### src/hdl/lrufc_pkg.sv
package lrufc_pkg;

  localparam int DEPTH    = 16;
  localparam int KEY_BITS = 32;

  localparam int CNT_W = $clog2(DEPTH + 1);
  localparam int IDX_W = (DEPTH > 1) ? $clog2(DEPTH) : 1;
  localparam int CAP_W = 5;
  localparam int REQ_W = 32;
  localparam int MISS_W = 32;

  localparam int CFG_IDX_W  = 2;
  localparam int CFG_DATA_W = 5;

  localparam logic [CFG_IDX_W-1:0] REG_CAPACITY = 2'd0;
  localparam logic [CFG_IDX_W-1:0] REG_POLICY   = 2'd1;

  localparam logic [CAP_W-1:0] CAPACITY_RESET = 5'd16;

  typedef enum logic {
    POLICY_LRU  = 1'b0,
    POLICY_FIFO = 1'b1
  } policy_e;

  // controller -> datapath
  typedef struct packed {
    logic load_key;
    logic look;
    logic move_hit;
    logic count_miss;
    logic evict;
    logic append;
    logic load_out;
  } cmd_t;

  // datapath -> controller
  typedef struct packed {
    logic hit;
    logic lru;
    logic must_evict;
  } status_t;

  // sign-extend the request, then keep the low KEY_BITS bits
  function automatic logic [KEY_BITS-1:0] key_of(input logic [REQ_W-1:0] req);
    logic [63:0] ext;
    ext = {{(64 - REQ_W){req[REQ_W-1]}}, req};
    return ext[KEY_BITS-1:0];
  endfunction

endpackage

### src/hdl/lrufc_ctrl.sv
module lrufc_ctrl (
  input  logic                 clk_i,
  input  logic                 rst_ni,
  input  logic                 in_valid_i,
  output logic                 in_stall_o,
  output logic                 out_valid_o,
  input  logic                 out_stall_i,
  input  lrufc_pkg::status_t   status_i,
  output lrufc_pkg::cmd_t      cmd_o
);

  typedef enum logic [4:0] {
    S_IDLE  = 5'b00001,
    S_LOOK  = 5'b00010,
    S_APPLY = 5'b00100,
    S_EVICT = 5'b01000,
    S_DONE  = 5'b10000
  } state_e;

  state_e state_q, state_d;
  logic   out_valid_q, out_valid_d;
  logic   slot_free;

  assign slot_free   = !out_valid_q || !out_stall_i;
  assign in_stall_o  = (state_q != S_IDLE);
  assign out_valid_o = out_valid_q;

  always_comb begin
    state_d = state_q;
    cmd_o   = '0;
    case (state_q)
      S_IDLE: begin
        if (in_valid_i) begin
          cmd_o.load_key = 1'b1;
          state_d        = S_LOOK;
        end
      end
      S_LOOK: begin
        cmd_o.look = 1'b1;
        state_d    = S_APPLY;
      end
      S_APPLY: begin
        if (status_i.hit) begin
          cmd_o.move_hit = status_i.lru;
          state_d        = S_DONE;
        end else begin
          cmd_o.count_miss = 1'b1;
          state_d          = S_EVICT;
        end
      end
      S_EVICT: begin
        // drop the oldest entry one per cycle until there is room
        if (status_i.must_evict) begin
          cmd_o.evict = 1'b1;
        end else begin
          cmd_o.append = 1'b1;
          state_d      = S_DONE;
        end
      end
      S_DONE: begin
        if (slot_free) begin
          cmd_o.load_out = 1'b1;
          state_d        = S_IDLE;
        end
      end
      default: state_d = S_IDLE;
    endcase
  end

  always_comb begin
    out_valid_d = out_valid_q;
    if (out_valid_q && !out_stall_i) out_valid_d = 1'b0;
    if (cmd_o.load_out)              out_valid_d = 1'b1;
  end

  always_ff @(posedge clk_i or negedge rst_ni) begin
    if (!rst_ni) begin
      state_q     <= S_IDLE;
      out_valid_q <= 1'b0;
    end else begin
      state_q     <= state_d;
      out_valid_q <= out_valid_d;
    end
  end

  a_accept_to_look: assert property (@(posedge clk_i) disable iff (!rst_ni)
    (in_valid_i && !in_stall_o) |=> (state_q == S_LOOK))
    else $error("accepted request did not start a lookup");

  a_no_overwrite: assert property (@(posedge clk_i) disable iff (!rst_ni)
    (out_valid_q && out_stall_i) |=> out_valid_q)
    else $error("stalled result dropped");

endmodule

### src/hdl/lrufc_dp.sv
module lrufc_dp (
  input  logic                                 clk_i,
  input  logic                                 rst_ni,
  input  logic                                 cfg_we_i,
  input  logic [lrufc_pkg::CFG_IDX_W-1:0]      cfg_index_i,
  input  logic [lrufc_pkg::CFG_DATA_W-1:0]     cfg_wdata_i,
  input  logic signed [lrufc_pkg::REQ_W-1:0]   request_key_i,
  input  lrufc_pkg::cmd_t                      cmd_i,
  output lrufc_pkg::status_t                   status_o,
  output logic                                 hit_o,
  output logic [lrufc_pkg::MISS_W-1:0]         miss_total_o
);

  logic [lrufc_pkg::CAP_W-1:0]    capacity_q;
  lrufc_pkg::policy_e             policy_q;

  logic [lrufc_pkg::KEY_BITS-1:0] keys_q [lrufc_pkg::DEPTH];
  logic [lrufc_pkg::KEY_BITS-1:0] keys_d [lrufc_pkg::DEPTH];
  logic [lrufc_pkg::KEY_BITS-1:0] shl    [lrufc_pkg::DEPTH];
  logic [lrufc_pkg::KEY_BITS-1:0] key_q;
  logic [lrufc_pkg::CNT_W-1:0]    occ_q, occ_d, occ_last;
  logic [lrufc_pkg::MISS_W-1:0]   miss_q;
  logic                           hit_q;
  logic [lrufc_pkg::IDX_W-1:0]    where_q;
  logic                           out_hit_q;
  logic [lrufc_pkg::MISS_W-1:0]   out_miss_q;

  logic [lrufc_pkg::DEPTH-1:0]    match;
  logic                           found;
  logic [lrufc_pkg::IDX_W-1:0]    where_d;
  logic [lrufc_pkg::CNT_W-1:0]    cap_eff;

  // configuration
  always_ff @(posedge clk_i or negedge rst_ni) begin
    if (!rst_ni) begin
      capacity_q <= lrufc_pkg::CAPACITY_RESET;
      policy_q   <= lrufc_pkg::POLICY_LRU;
    end else if (cfg_we_i) begin
      case (cfg_index_i)
        lrufc_pkg::REG_CAPACITY: capacity_q <= cfg_wdata_i[lrufc_pkg::CAP_W-1:0];
        lrufc_pkg::REG_POLICY:   policy_q   <= lrufc_pkg::policy_e'(cfg_wdata_i[0]);
        default: ;
      endcase
    end
  end

  always_comb begin
    if (capacity_q == '0)
      cap_eff = lrufc_pkg::CNT_W'(1);
    else if (32'(capacity_q) > lrufc_pkg::DEPTH)
      cap_eff = lrufc_pkg::CNT_W'(lrufc_pkg::DEPTH);
    else
      cap_eff = lrufc_pkg::CNT_W'(capacity_q);
  end

  // tag compare across valid entries, first match wins
  always_comb begin
    for (int i = 0; i < lrufc_pkg::DEPTH; i++) begin
      match[i] = (lrufc_pkg::CNT_W'(i) < occ_q) && (keys_q[i] == key_q);
    end
    found   = |match;
    where_d = '0;
    for (int i = lrufc_pkg::DEPTH - 1; i >= 0; i--) begin
      if (match[i]) where_d = lrufc_pkg::IDX_W'(i);
    end
  end

  assign status_o.hit        = hit_q;
  assign status_o.lru        = (policy_q == lrufc_pkg::POLICY_LRU);
  assign status_o.must_evict = (occ_q >= cap_eff) && (occ_q != '0);

  assign occ_last = occ_q - lrufc_pkg::CNT_W'(1);

  always_comb begin
    for (int i = 0; i < lrufc_pkg::DEPTH - 1; i++) begin
      shl[i] = keys_q[i + 1];
    end
    shl[lrufc_pkg::DEPTH-1] = keys_q[lrufc_pkg::DEPTH-1];
  end

  always_comb begin
    occ_d = occ_q;
    for (int i = 0; i < lrufc_pkg::DEPTH; i++) begin
      keys_d[i] = keys_q[i];
      if (cmd_i.evict) begin
        keys_d[i] = shl[i];
      end else if (cmd_i.move_hit) begin
        // close the gap at the hit and put the key at the recent end
        if (lrufc_pkg::CNT_W'(i) == occ_last)
          keys_d[i] = key_q;
        else if ((lrufc_pkg::CNT_W'(i) >= lrufc_pkg::CNT_W'(where_q)) &&
                 (lrufc_pkg::CNT_W'(i) < occ_last))
          keys_d[i] = shl[i];
      end else if (cmd_i.append) begin
        if (lrufc_pkg::CNT_W'(i) == occ_q) keys_d[i] = key_q;
      end
    end
    if (cmd_i.evict)
      occ_d = occ_last;
    else if (cmd_i.append)
      occ_d = occ_q + lrufc_pkg::CNT_W'(1);
  end

  always_ff @(posedge clk_i) begin
    for (int i = 0; i < lrufc_pkg::DEPTH; i++) begin
      keys_q[i] <= keys_d[i];
    end
    if (cmd_i.load_key) key_q <= lrufc_pkg::key_of(request_key_i);
    if (cmd_i.look) begin
      hit_q   <= found;
      where_q <= where_d;
    end
    if (cmd_i.load_out) begin
      out_hit_q  <= hit_q;
      out_miss_q <= miss_q;
    end
  end

  always_ff @(posedge clk_i or negedge rst_ni) begin
    if (!rst_ni) begin
      occ_q  <= '0;
      miss_q <= '0;
    end else begin
      occ_q <= occ_d;
      if (cmd_i.count_miss && (miss_q != '1)) miss_q <= miss_q + lrufc_pkg::MISS_W'(1);
    end
  end

  assign hit_o        = out_hit_q;
  assign miss_total_o = out_miss_q;

  a_occ_bound: assert property (@(posedge clk_i) disable iff (!rst_ni)
    32'(occ_q) <= lrufc_pkg::DEPTH)
    else $error("occupancy above depth");

  a_evict_nonempty: assert property (@(posedge clk_i) disable iff (!rst_ni)
    cmd_i.evict |-> (occ_q != '0))
    else $error("eviction from an empty cache");

  a_append_room: assert property (@(posedge clk_i) disable iff (!rst_ni)
    cmd_i.append |-> (occ_q < cap_eff))
    else $error("append into a full cache");

endmodule

### src/hdl/lru_fifo_cache_replacement.sv
// Fully associative cache replacement engine, LRU or FIFO order, holding up
// to lrufc_pkg::DEPTH keys (capacity register, clamped to 1..DEPTH). Each
// accepted request gives one result: hit flag and saturating miss total.
// One request is in flight at a time. A hit passes through accept,
// registered tag compare, order update (LRU only) and result; a miss
// passes through accept, tag compare, miss count, an eviction loop that
// drops the oldest entry one per cycle until there is room, append, result.
// A finished result sits in an output register, so the next request is
// taken while it waits. Configure only while idle.
module lru_fifo_cache_replacement (
  input  logic                                clk_i,
  input  logic                                rst_ni,
  input  logic                                cfg_we_i,
  input  logic [lrufc_pkg::CFG_IDX_W-1:0]     cfg_index_i,
  input  logic [lrufc_pkg::CFG_DATA_W-1:0]    cfg_wdata_i,
  input  logic                                in_valid_i,
  output logic                                in_stall_o,
  input  logic signed [lrufc_pkg::REQ_W-1:0]  request_key_i,
  output logic                                out_valid_o,
  input  logic                                out_stall_i,
  output logic                                hit_o,
  output logic [lrufc_pkg::MISS_W-1:0]        miss_total_o
);

  lrufc_pkg::cmd_t    cmd;
  lrufc_pkg::status_t status;

  lrufc_ctrl u_ctrl (
    .clk_i       (clk_i),
    .rst_ni      (rst_ni),
    .in_valid_i  (in_valid_i),
    .in_stall_o  (in_stall_o),
    .out_valid_o (out_valid_o),
    .out_stall_i (out_stall_i),
    .status_i    (status),
    .cmd_o       (cmd)
  );

  lrufc_dp u_dp (
    .clk_i         (clk_i),
    .rst_ni        (rst_ni),
    .cfg_we_i      (cfg_we_i),
    .cfg_index_i   (cfg_index_i),
    .cfg_wdata_i   (cfg_wdata_i),
    .request_key_i (request_key_i),
    .cmd_i         (cmd),
    .status_o      (status),
    .hit_o         (hit_o),
    .miss_total_o  (miss_total_o)
  );

endmodule
### config.mk
export PLATFORM = sky130hd
export DESIGN_NAME = lru_fifo_cache_replacement
export DESIGN_NICKNAME = d
export VERILOG_FILES = /design/src/hdl/lrufc_pkg.sv /design/src/hdl/lrufc_ctrl.sv /design/src/hdl/lrufc_dp.sv /design/src/hdl/lru_fifo_cache_replacement.sv
export SDC_FILE = /design/constraint.sdc
export NUM_CORES = 1
export LEC_CHECK = 0
export BUFFER_PORTS_ARGS = -buffer_cell sky130_fd_sc_hd__buf_2
export CAP_MARGIN = 20
export CORE_ASPECT_RATIO = 1.25
export CORE_MARGIN = 3
export CORE_UTILIZATION = 60
export DETAILED_ROUTE_END_ITERATION = 10
export PLACE_DENSITY = 0.76
export SLEW_MARGIN = 25
export SYNTH_ARGS = -nofsm -noshare
export SYNTH_HDL_FRONTEND = slang
export SYNTH_HIERARCHICAL = 1
export SYNTH_SLANG_ARGS = --single-unit
### constraint.sdc
create_clock -name clk_i -period 7.05 [get_ports clk_i]
set_input_delay 0 -clock clk_i [delete_from_list [all_inputs] [get_ports clk_i]]
set_output_delay 0 -clock clk_i [all_outputs]
set_load 0.05 [all_outputs]
# == After elaboration in Yosys (flattened, before gate mapping) ==
# Memory sizes are Yosys's and may differ from the RTL's.
# Cells that the tools add are included.
# classes
mux,132
n_div,0
multipliers,0
n_eq_ne,57
magnitude_cmp,48
n_shift,0
bitwise,1
reduce_logical,51
n_addsub,3
# ops
operator,n
$mux W32,95
$eq A32 B32 Y1,16
$eq A4 B5 Y1 const A,16
$lt A4 B5 Y1 const A,15
$eq A3 B5 Y1 const A,8
$lt A3 B5 Y1 const A,8
$mux W5,8
$logic_and A1 B1 Y1,34
$add A32 B1 Y32 const B,1
$mux W4,8
$ne A32 B32 Y1 const B,1
$ge A4 B4 Y1 const A,7
$pmux W5 S5,1
$eq A2 B5 Y1 const A,4
$lt A1 B5 Y1 const A,4
$lt A2 B5 Y1 const A,4
$ge A3 B4 Y1 const A,4
$reduce_or A16 Y1,1
$logic_not A5 Y1,3
$mux W1,12
$mux W3,4
$eq A1 B5 Y1 const A,2
$ge A1 B4 Y1 const A,2
$ge A2 B4 Y1 const A,2
25 further kinds,32
# word_totals
latchBits,0
rom_bits,0
regBits,119
wordCells,307
ram_bits,512
mem_count,1
in_bits,44
# mem_list
name,depth,word_bits,read_ports,rd_clocked_by_memory_dff,write_ports,line,source
u_dp.keys_q,16,32,16,0,16,lrufc_dp.sv:17,logic [lrufc_pkg::KEY_BITS-1:0] keys_q [lrufc_pkg::DEPTH];

# == Longest topological paths before layout ==
# Gate-level depths: netlist of the first run.
# An unclocked memory read counts as a cell.
# logic_depth
depth_word,18
ltp_mapped,19
mapped_depth_nobuf,16

# == By module ==
# Netlist of the first run, hierarchy kept.
# modules_own_cells
mod,area_per_inst_um2,instances,cells_each
lrufc_dp,32600.0,1,2326
lrufc_ctrl,425.4,1,42

# == Worst setup path after synthesis of the first run ==
# Ideal clock, no wire load.
# synth_path
kind,register to register
startpoint,"reg, netlist name u_dp/occ_q[0]"
endpoint,"mem u_dp/keys_q[1][0] (netlist name), enable pin"
arrival_ps,4728
path_stages_with_launch,19
required_ps,6618
setup_time_ps,432
period_less_slack_ps,5159
path_slack_ps,1891
path_cell_list,dfrtp_1 > clkbuf_1 > inv_1 > ha_1 > nand2b_1 > a21oi_1 > nor2b_1 > o21ai_0 > nand2b_1 > a21oi_1 > a21oi_1 > nand3b_1 > nor2_4 > clkbuf_1 > clkbuf_1 > nand2b_1 > clkbuf_1 > a21oi_1 > a21oi_1
# synth_lines
item,line
to (decl),lrufc_dp.sv:17

==> results of run 1 <==
area by class of cell:
class | count | area share, %
Clock buffer | 80 | 4.864
Sequential cell | 631 | 50.57
Clock inverter | 36 | 0.6088
Tap cell | 727 | 2.459
Inverter | 15 | 0.1522
Multi-Input combinational cell | 1525 | 36.74
Timing Repair Buffer | 199 | 4.614
power groups by stage:
stage | clock network (mW) | registers, mW | logic, mW
detailed placement | 0 | 4.64 | 2.01
global placement | 0 | 4.63 | 1.96
global route | 3.51 | 4.56 | 2.24
CTS | 3.37 | 4.56 | 2.06
finish | 3.32 | 4.56 | 2.10
floorplan | 0 | 4.51 | 1.57
worst max-delay path: stages, from the launching register on:
cell	delay (ps)
dfrtp_1	650
inv_1	270
ha_1	340
nand2b_1	100
a21oi_1	60
nor2b_1	100
o21ai_0	80
nand2b_1	70
a21oi_1	70
a21oi_1	190
nand3b_1	170
nor2_4	730
nor2_2	390
a21oi_4	890
mux2_2	430
state kept, by name, summed over array words and instances, names as in the netlist:
| register | count |
|---|---|
| u_ctrl/out_valid_o | 1 |
| u_ctrl/state_q | 5 |
| u_dp/capacity_q | 5 |
| u_dp/hit_o | 1 |
| u_dp/hit_q | 1 |
| u_dp/key_q | 32 |
| u_dp/keys_q | 512 |
| u_dp/miss_q | 32 |
| u_dp/miss_total_o | 32 |
| u_dp/occ_q | 5 |
| u_dp/policy_q | 1 |
| u_dp/where_q | 4 |
synthesized netlist by cell type (5+ instances only):
master      n
nand2b_1    8
nand2_1    47
dfrtp_1    47
clkbuf_1   86
nand4_1    73
a21oi_2     5
buf_4       6
nor3_1     22
buf_2     101
o21ai_0    14
edfxtp_1  582
and3_1      6
a21oi_1    52
nor4_1     83
nand3_2     8
nor2_1     32
ha_1       12
and2_1      6
nor2_2      5
mux2_1     40
nand3_1    31
mux2_2    446
a31oi_1     6
inv_1      15
nor2b_1     7
xor2_1    312
xnor2_1   240
layer usage:
metal	part of all wire (%)	wire, microns	vias to the layer above
li1	-	-	8827
met3	4.6	3935	238
met5	0	0	-
met1	37	31690	9997
met4	5.2	4474	0
met2	53	45880	671
cell families (layout without fill, tap and decap cells):
| logic type | after synthesis | count (layout) |
|---|---|---|
| buffers and inverters | 212 | 330 |
| and+or+nand+nor | 359 | 359 |
| AOI/OAI and AO/OA | 115 | 115 |
| DFF | 631 | 631 |
| adders and majority gates | 12 | 12 |
| xor gates and xnor gates | 553 | 553 |
| muxes | 486 | 486 |
metrics by stage:
stage          hold WS (ps)  util [%]  setup WS [ps]  power (mW)  cells
2_1_floorplan        -295.6         -           1891       6.078   2368
3_3_place_gp          126.5     63.03           2290       6.594   3034
3_5_place_dp          144.4     63.33           2236       6.651   3040
4_1_cts               50.82     67.96           2227       9.989   3204
5_1_grt               107.9     68.40           1958       10.31   3213
6_report              72.36     68.40           2200       9.978   3213
worst paths after layout:
| check | startpoint | end | slack [ps] | depth (start not counted) |
|---|---|---|---|---|
| max in group asynchronous | rst_ni | u_dp/miss_q[27] | 6490 | 3 |
| max reg2reg | u_dp/occ_q[0] | u_dp/keys_q[1][170] | 2200 | 14 |
| max | u_dp/occ_q[0] | u_dp/keys_q[1][170] | 2200 | 14 |
| min in group clk_i | request_key_i[14] | u_dp/key_q[14] | 110 | 2 |
| min | rst_ni | u_dp/capacity_q[2] | 70 | 3 |
| min reg2reg | u_dp/miss_q[29] | u_dp/miss_q[29] | 500 | 1 |
==> reports/qor.csv, run 1 <==
metric,value,unit
status,finished clean,
num_rows,95,
drive_above_1_share,30.37,%
synth-seq-cells,631,
use_met1,34.32,%
ys_types,73,
synth.yosys.seq_area_share,56.64,%
synth_top_family_by_area,multiplexers,
pwr-share-clk,33.3,%
gp_congestion,0.8973,
leakagePower,12.47,nW
grtUsageMet2,54.66,%
routed_wirelength,85.98,mm
final_area,36990,sq um
cts_root_buf,clkbuf_16,
syn-cell-area,33030,sq um
cts_setup_buffers,0,
hold_viol,0,
busiest_layer,met2,
die_x,215.8,microns
drc,0,
intPower,7.181,mW
fmax,206.2,MHz
cts_tree,built,
slew_viol_final,0,
muxShareOfSynthArea,16.57,%
antenna_cells,0,
num_vias,19730,
cts_hold_buf,48,
grt_pass1_vias,20670,
pwr-share-seq,45.7,%
dr.pass1.iters,6,
final_common_cell,edfxtp_1,
clock_path_buffers,3,
synth-compound-area-share,2.231,%
vdd_ir_drop_max,277.0,uV
yosys.area_share.adder,0.4546,%
setup_tns,0,ps
startpoint_type,register,
worst_ep_arrival_time,5180,ps
dpl-instance-area,34250,sq um
p_per_area,269.7,nW/um^2
synth_edf_count,582,
finalSetupViolCount,0,
n_fill_cell,3731,
synth_area_leaders,"edfxtp_1, mux2_2, xor2_1",
port_buffers,78,
syn-mean-instance-area,13.95,sq um
p_switching,2.797,mW
post-route-period-util,68.80,%
mostFrequentLayoutCells,"edfxtp_1, mux2_2, xor2_1",
grt_remaining_overflow,0,
tightest_slew,1039,ps
clkSinkCount,631,
gr-usage-met3,3.449,%
ys.flop_type,edfxtp_1,
ant_nets,0,
skew,26.86,ps
start_util,61.06,%
regArea,18710,sq um
ys_warn_count,6,
wl_per_cell,26.76,microns
yosys.area_share.simple,6.509,%
multiInputGateArea,13590,sq um
relSlewSlack,30.55,%
die_y,268.3,microns
cts-htree-levels,3,
viasPerCell,6.142,
p_sw_share,28.03,%
synthToLayoutAreaGrowth,12.01,%
post_cts_resized,0,
combPwrFrac,21.1,%
dp_hpwl,58.87,mm
coreArea,54080,sq um
synth_area_leader_cell,edfxtp_1,
setup.worst_path.end_class,register,
yosys.area_share.xor_xnor,14.69,%
max-cap-violations,0,
layout_min_cycle_time,4850,ps
hp-class,input port to asynchronous set/reset pin,
clkLatencyLatePin,600,ps
grt_util_all_layers,29.65,%
critPathRequiredTime,7380,ps
worstPathMaxFanout,32,
final_nets,2494,
grt_pass1_wl,129.2,mm
syn_inst,2368,
yosysTopAreaCellShare,52.92,%
grt_max_degree,50,
ios,79,
antenna_found_initial,0,
synthArstFlopShare,7.765,%
numCtsBuffers,66,
synth_fp_nets,2424,
dieArea,57910,sq um
dr.first_iter.drc_count,1726,
critPathKind,register to register,
rsz0062_at_grt,no,
path_clk_slew,60,ps
Note: power is estimated with default switching activity, not from simulation.
==> run 2, diff against run 1 <==
--- a/config.mk
+++ b/config.mk
@@ -9,7 +9,7 @@
 export CAP_MARGIN = 20
 export CORE_ASPECT_RATIO = 1.25
 export CORE_MARGIN = 3
-export CORE_UTILIZATION = 60
+export CORE_UTILIZATION = 57
 export DETAILED_ROUTE_END_ITERATION = 10
 export PLACE_DENSITY = 0.76
 export SLEW_MARGIN = 25
==> constraint.sdc (replaced) <==
create_clock -name clk_i -period 4.41 [get_ports clk_i]
set_input_delay 0 -clock clk_i [delete_from_list [all_inputs] [get_ports clk_i]]
set_output_delay 0 -clock clk_i [all_outputs]
set_load 0.05 [all_outputs]
==> reports/qor.csv, run 2 (same netlist as run 1, synthesis figures left out) <==
metric,value,unit
grt_pass1_vias,20730,
tightest_slew,1015,ps
clkSinkCount,631,
cts_root_buf,clkbuf_16,
setup.worst_path.end_class,register,
drc,0,
top_register,u_dp/keys_q,
worst_ep_arrival_time,4190,ps
wl_per_cell,26.76,microns
ant_nets,0,
rsz0062_at_grt,no,
relSlewSlack,32.35,%
drive_above_1_share,31.34,%
antenna_found_initial,1,
vdd_ir_drop_max,440.4,uV
viasPerCell,6.079,
layout_min_cycle_time,3976,ps
max-cap-violations,0,
critPathRequiredTime,4620,ps
largest_reg_flops,512,
routed_wirelength,87.37,mm
skew,34.54,ps
mostFrequentLayoutCells,"edfxtp_1, mux2_2, xor2_1",
pwr-share-seq,45.4,%
die_y,275.1,microns
worstPathMaxFanout,32,
clock_path_buffers,3,
p_sw_share,27.98,%
fmax,251.5,MHz
final_nets,2528,
grt_max_degree,50,
setup_tns,0,ps
post-route-period-util,90.15,%
grt_remaining_overflow,0,
coreArea,57260,sq um
p_switching,4.517,mW
combPwrFrac,21.3,%
dr.first_iter.drc_count,1684,
cts_tree,built,
numCtsBuffers,66,
cts_setup_buffers,0,
ios,79,
port_buffers,78,
final_common_cell,edfxtp_1,
dr.pass1.iters,5,
pwr-share-clk,33.3,%
p_per_area,435.0,nW/um^2
dp_hpwl,62.67,mm
dieArea,60880,sq um
slew_viol_final,0,
leakagePower,12.56,nW
hp-class,input port to asynchronous set/reset pin,
cts-htree-levels,3,
start_util,57.67,%
synthToLayoutAreaGrowth,12.37,%
startpoint_type,register,
hold_viol,0,
total_power,16.14,mW
num_rows,98,
clkLatencyLatePin,610,ps
critPathKind,register to register,
fin_util,64.81,%
num_vias,19850,
gp_congestion,0.8872,
status,finished clean,
grt_pass1_wl,130.3,mm
path_clk_slew,60,ps
die_x,221.3,microns
finalSetupViolCount,0,
grt_util_all_layers,28.29,%
intPower,11.63,mW
==> run 2: changes by cell type in the layout (fill, tap and decap cells not counted), sizes merged <==
cell      change
clkinv       -11
diode         +1
clkbuf        +2
clkinvlp      +1
bufinv        +2
buf          +34
==> run 2: power by group through the flow <==
| stage | Clock, mW | Sequential (mW) | Combinational [mW] |
|---|---|---|---|
| 2_1_floorplan | 0 | 7.21 | 2.51 |
| 3_3_place_gp | 0 | 7.45 | 3.27 |
| 3_5_place_dp | 0 | 7.45 | 3.34 |
| 4_1_cts | 5.46 | 7.33 | 3.42 |
| 5_1_grt | 5.68 | 7.34 | 3.67 |
| 6_report | 5.38 | 7.33 | 3.43 |
==> run 2: final cells by class <==
type,count,area [sq um]
antenna,1,2.502
clock buffer,82,1784
clock inverter,28,246.5
fill,4116,20150
inverter,15,56.30
multi-input combinational,1525,13620
sequential,631,18710
tap,750,938.4
timing repair buffer,233,1762
==> run 2: worst paths after layout <==
path                                     from  cells after the start  slack, ps                  end
setup / recovery           u_dp/capacity_q[1]                     17        430  u_dp/keys_q[1][109]
hold reg to reg               u_dp/miss_q[20]                      1        490      u_dp/miss_q[20]
max in group asynchronous              rst_ni                      3       3800   u_dp/capacity_q[1]
setup reg to reg           u_dp/capacity_q[1]                     17        430  u_dp/keys_q[1][109]
hold / removal                         rst_ni                      3         70       u_dp/miss_q[6]
min in group clk_i          request_key_i[13]                      2        100       u_dp/key_q[13]
==> run 2: worst max-delay path, stage by stage, from the launching register on <==
cell      delay [ps]
dfrtp_1          400
nor3_1           210
nor2_1            60
nor2_1            90
ha_1             120
nand2b_1         100
a21oi_1           70
nor2b_1          100
o21ai_0           70
nand2b_1          70
a21oi_1           70
a21oi_1          200
nand3b_1         180
nor2_4           260
buf_4            220
nand2b_1         360
a221oi_1         200
nor2_4           800
==> run 2: what timing repair did <==
item,CTS,global route
endpoints found under the hold margin,106,0
gates resized for setup,0,0
hold buffers,48,0
==> run 2: per-stage QoR <==
step           cell area [sq um]  setup slack, ps  hold slack (ps)  std cells
2_1_floorplan              33120            251.2           -295.6       2368
3_3_place_gp               34600            303.8            153.8       3106
3_5_place_dp               34600            472.0            178.1       3106
4_1_cts                    37110            444.7            71.84       3264
5_1_grt                    37110            129.8            112.8       3264
6_report                   37110            434.3            71.94       3265
==> run 2: per-layer routing <==
metal / vias up / GRT usage [%] / routed length, microns
met1: 10050 / 33.84 / 33550
met5: - / 0 / 7
li1: 8917 / - / -
met4: 2 / 12.56 / 3919
met3: 219 / 3.276 / 3967
met2: 662 / 51.65 / 45930
==> run 3, diff against run 2 <==
--- a/config.mk
+++ b/config.mk
@@ -10,9 +10,10 @@
 export CORE_ASPECT_RATIO = 1.25
 export CORE_MARGIN = 3
 export CORE_UTILIZATION = 57
+export CTS_CLUSTER_DIAMETER = 40
 export DETAILED_ROUTE_END_ITERATION = 10
 export PLACE_DENSITY = 0.76
-export SLEW_MARGIN = 25
+export SLEW_MARGIN = 30
 export SYNTH_ARGS = -nofsm -noshare
 export SYNTH_HDL_FRONTEND = slang
 export SYNTH_HIERARCHICAL = 1
==> constraint.sdc (replaced) <==
create_clock -name clk_i -period 4.41 [get_ports clk_i]
set_input_delay 0.2205 -clock clk_i [delete_from_list [all_inputs] [get_ports clk_i]]
set_output_delay 0.2205 -clock clk_i [all_outputs]
set_load 0.05 [all_outputs]
==> reports/qor.csv, run 3 (same netlist as run 1, synthesis figures left out) <==
metric,value,unit
leakagePower,12.97,nW
relSlewSlack,31.65,%
worst_ep_arrival_time,4360,ps
busiest_layer,met2,
die_y,275.1,microns
routed_wirelength,88.42,mm
largest_reg_flops,512,
viasPerCell,6.106,
hp-class,input port to register,
dp_hpwl,62.67,mm
worstPathMaxFanout,23,
antenna_found_initial,1,
setup.worst_path.end_class,register,
dr.pass1.iters,5,
cts-htree-levels,3,
cts_tree,built,
total_power,17.63,mW
ant_nets,0,
gp_congestion,0.8872,
path_clk_slew,60,ps
post_cts_resized,0,
start_util,57.67,%
drive_above_1_share,33.07,%
top_register,u_dp/keys_q,
max-cap-violations,0,
startpoint_type,register,
grtUsageMet2,51.98,%
finalSetupViolCount,0,
numCtsBuffers,83,
coreArea,57260,sq um
grt_max_degree,50,
grt_remaining_overflow,0,
status,finished clean,
critPathKind,register to register,
layout_min_cycle_time,3996,ps
num_vias,20200,
num_rows,98,
synthToLayoutAreaGrowth,15.03,%
preCtsSetupSlack,472.0,ps
hold_viol,0,
port_buffers,78,
layout_setup_ws,414.0,ps
clkLatencyLatePin,630,ps
tightest_slew,1025,ps
cts_root_buf,clkbuf_16,
p_per_area,464.1,nW/um^2
dr.first_iter.drc_count,1642,
drc,0,
antenna_cells,0,
final_nets,2545,
mostFrequentLayoutCells,"edfxtp_1, mux2_2, xor2_1",
cts_setup_buffers,0,
setup_tns,0,ps
clkSinkCount,631,
final_common_cell,edfxtp_1,
slew_viol_final,0,
vdd_ir_drop_max,546.8,uV
rsz0062_at_grt,no,
die_x,221.3,microns
critPathRequiredTime,4770,ps
use_met1,34.05,%
clock_path_buffers,3,
skew,26.52,ps
fmax,250.2,MHz
grt_util_all_layers,28.69,%
cts_hold_buf,44,
post-route-period-util,90.61,%
grt_pass1_wl,132.0,mm
ios,79,
dieArea,60880,sq um
gr-usage-met3,3.458,%
wl_per_cell,26.73,microns
grt_pass1_vias,21030,
fin_util,66.34,%
==> run 3: path summary, 6_finish.rpt <==
kind                                     from                  end  slack (ps)  cells after the start
max in group asynchronous              rst_ni        u_dp/occ_q[3]        3590                      3
hold / removal                 cfg_index_i[1]   u_dp/capacity_q[3]          60                      3
setup reg to reg           u_dp/capacity_q[1]  u_dp/keys_q[1][117]         410                     18
hold reg to reg               u_dp/miss_q[20]      u_dp/miss_q[20]         500                      1
min in group asynchronous              rst_ni       u_dp/miss_q[6]         290                      3
setup / recovery           u_dp/capacity_q[1]  u_dp/keys_q[1][117]         410                     18
==> run 3: where the power goes <==
group	leakage [nW]	switching, mW	internal, mW
registers	5.91	0.332	7.01
clock network	1.37	2.76	4.09
logic	5.69	1.92	1.53
total	13.0	5.01	12.6
==> run 3: final cells by class <==
class                           count  area [sq um]
Timing Repair Buffer              233          1832
Fill cell                        3992         19270
Sequential cell                   631         18710
Inverter                           15         56.30
Multi-Input combinational cell   1525         13620
Tap cell                          750         938.4
Clock inverter                     60         673.1
Clock buffer                       94          2161
==> run 3: per-stage QoR <==
| step | instance area [sq um] | std cells | hold WS [ps] |
|---|---|---|---|
| 6_report | 37990 | 3308 | 58.87 |
| 5_1_grt | 37990 | 3308 | 68.03 |
| 4_1_cts | 37870 | 3304 | 27.00 |
| 3_5_place_dp | 34600 | 3106 | 398.6 |
| 3_3_place_gp | 34600 | 3106 | 374.3 |
| 2_1_floorplan | 33120 | 2368 | -75.09 |
==> run 3: critical path: stages (launching register included) <==
cell	delay [ps]
dfrtp_1	400
nor3_1	210
nor2_1	60
nor2_1	90
ha_1	220
nand2b_1	130
a21oi_1	150
nor2b_1	60
o21ai_0	140
nand2b_1	70
a21oi_1	160
a21oi_1	90
nand3b_1	190
nor2_4	90
buf_4	190
nand2b_1	330
a221oi_1	670
nor2_4	220
buf_16	240
==> run 3: layer usage <==
| metal | part of all wire [%] | wire [microns] |
|---|---|---|
| met1 | 38 | 33480 |
| met2 | 52 | 46150 |
| met3 | 4.9 | 4335 |
| met4 | 5.0 | 4448 |
| met5 | 0.0079 | 7 |
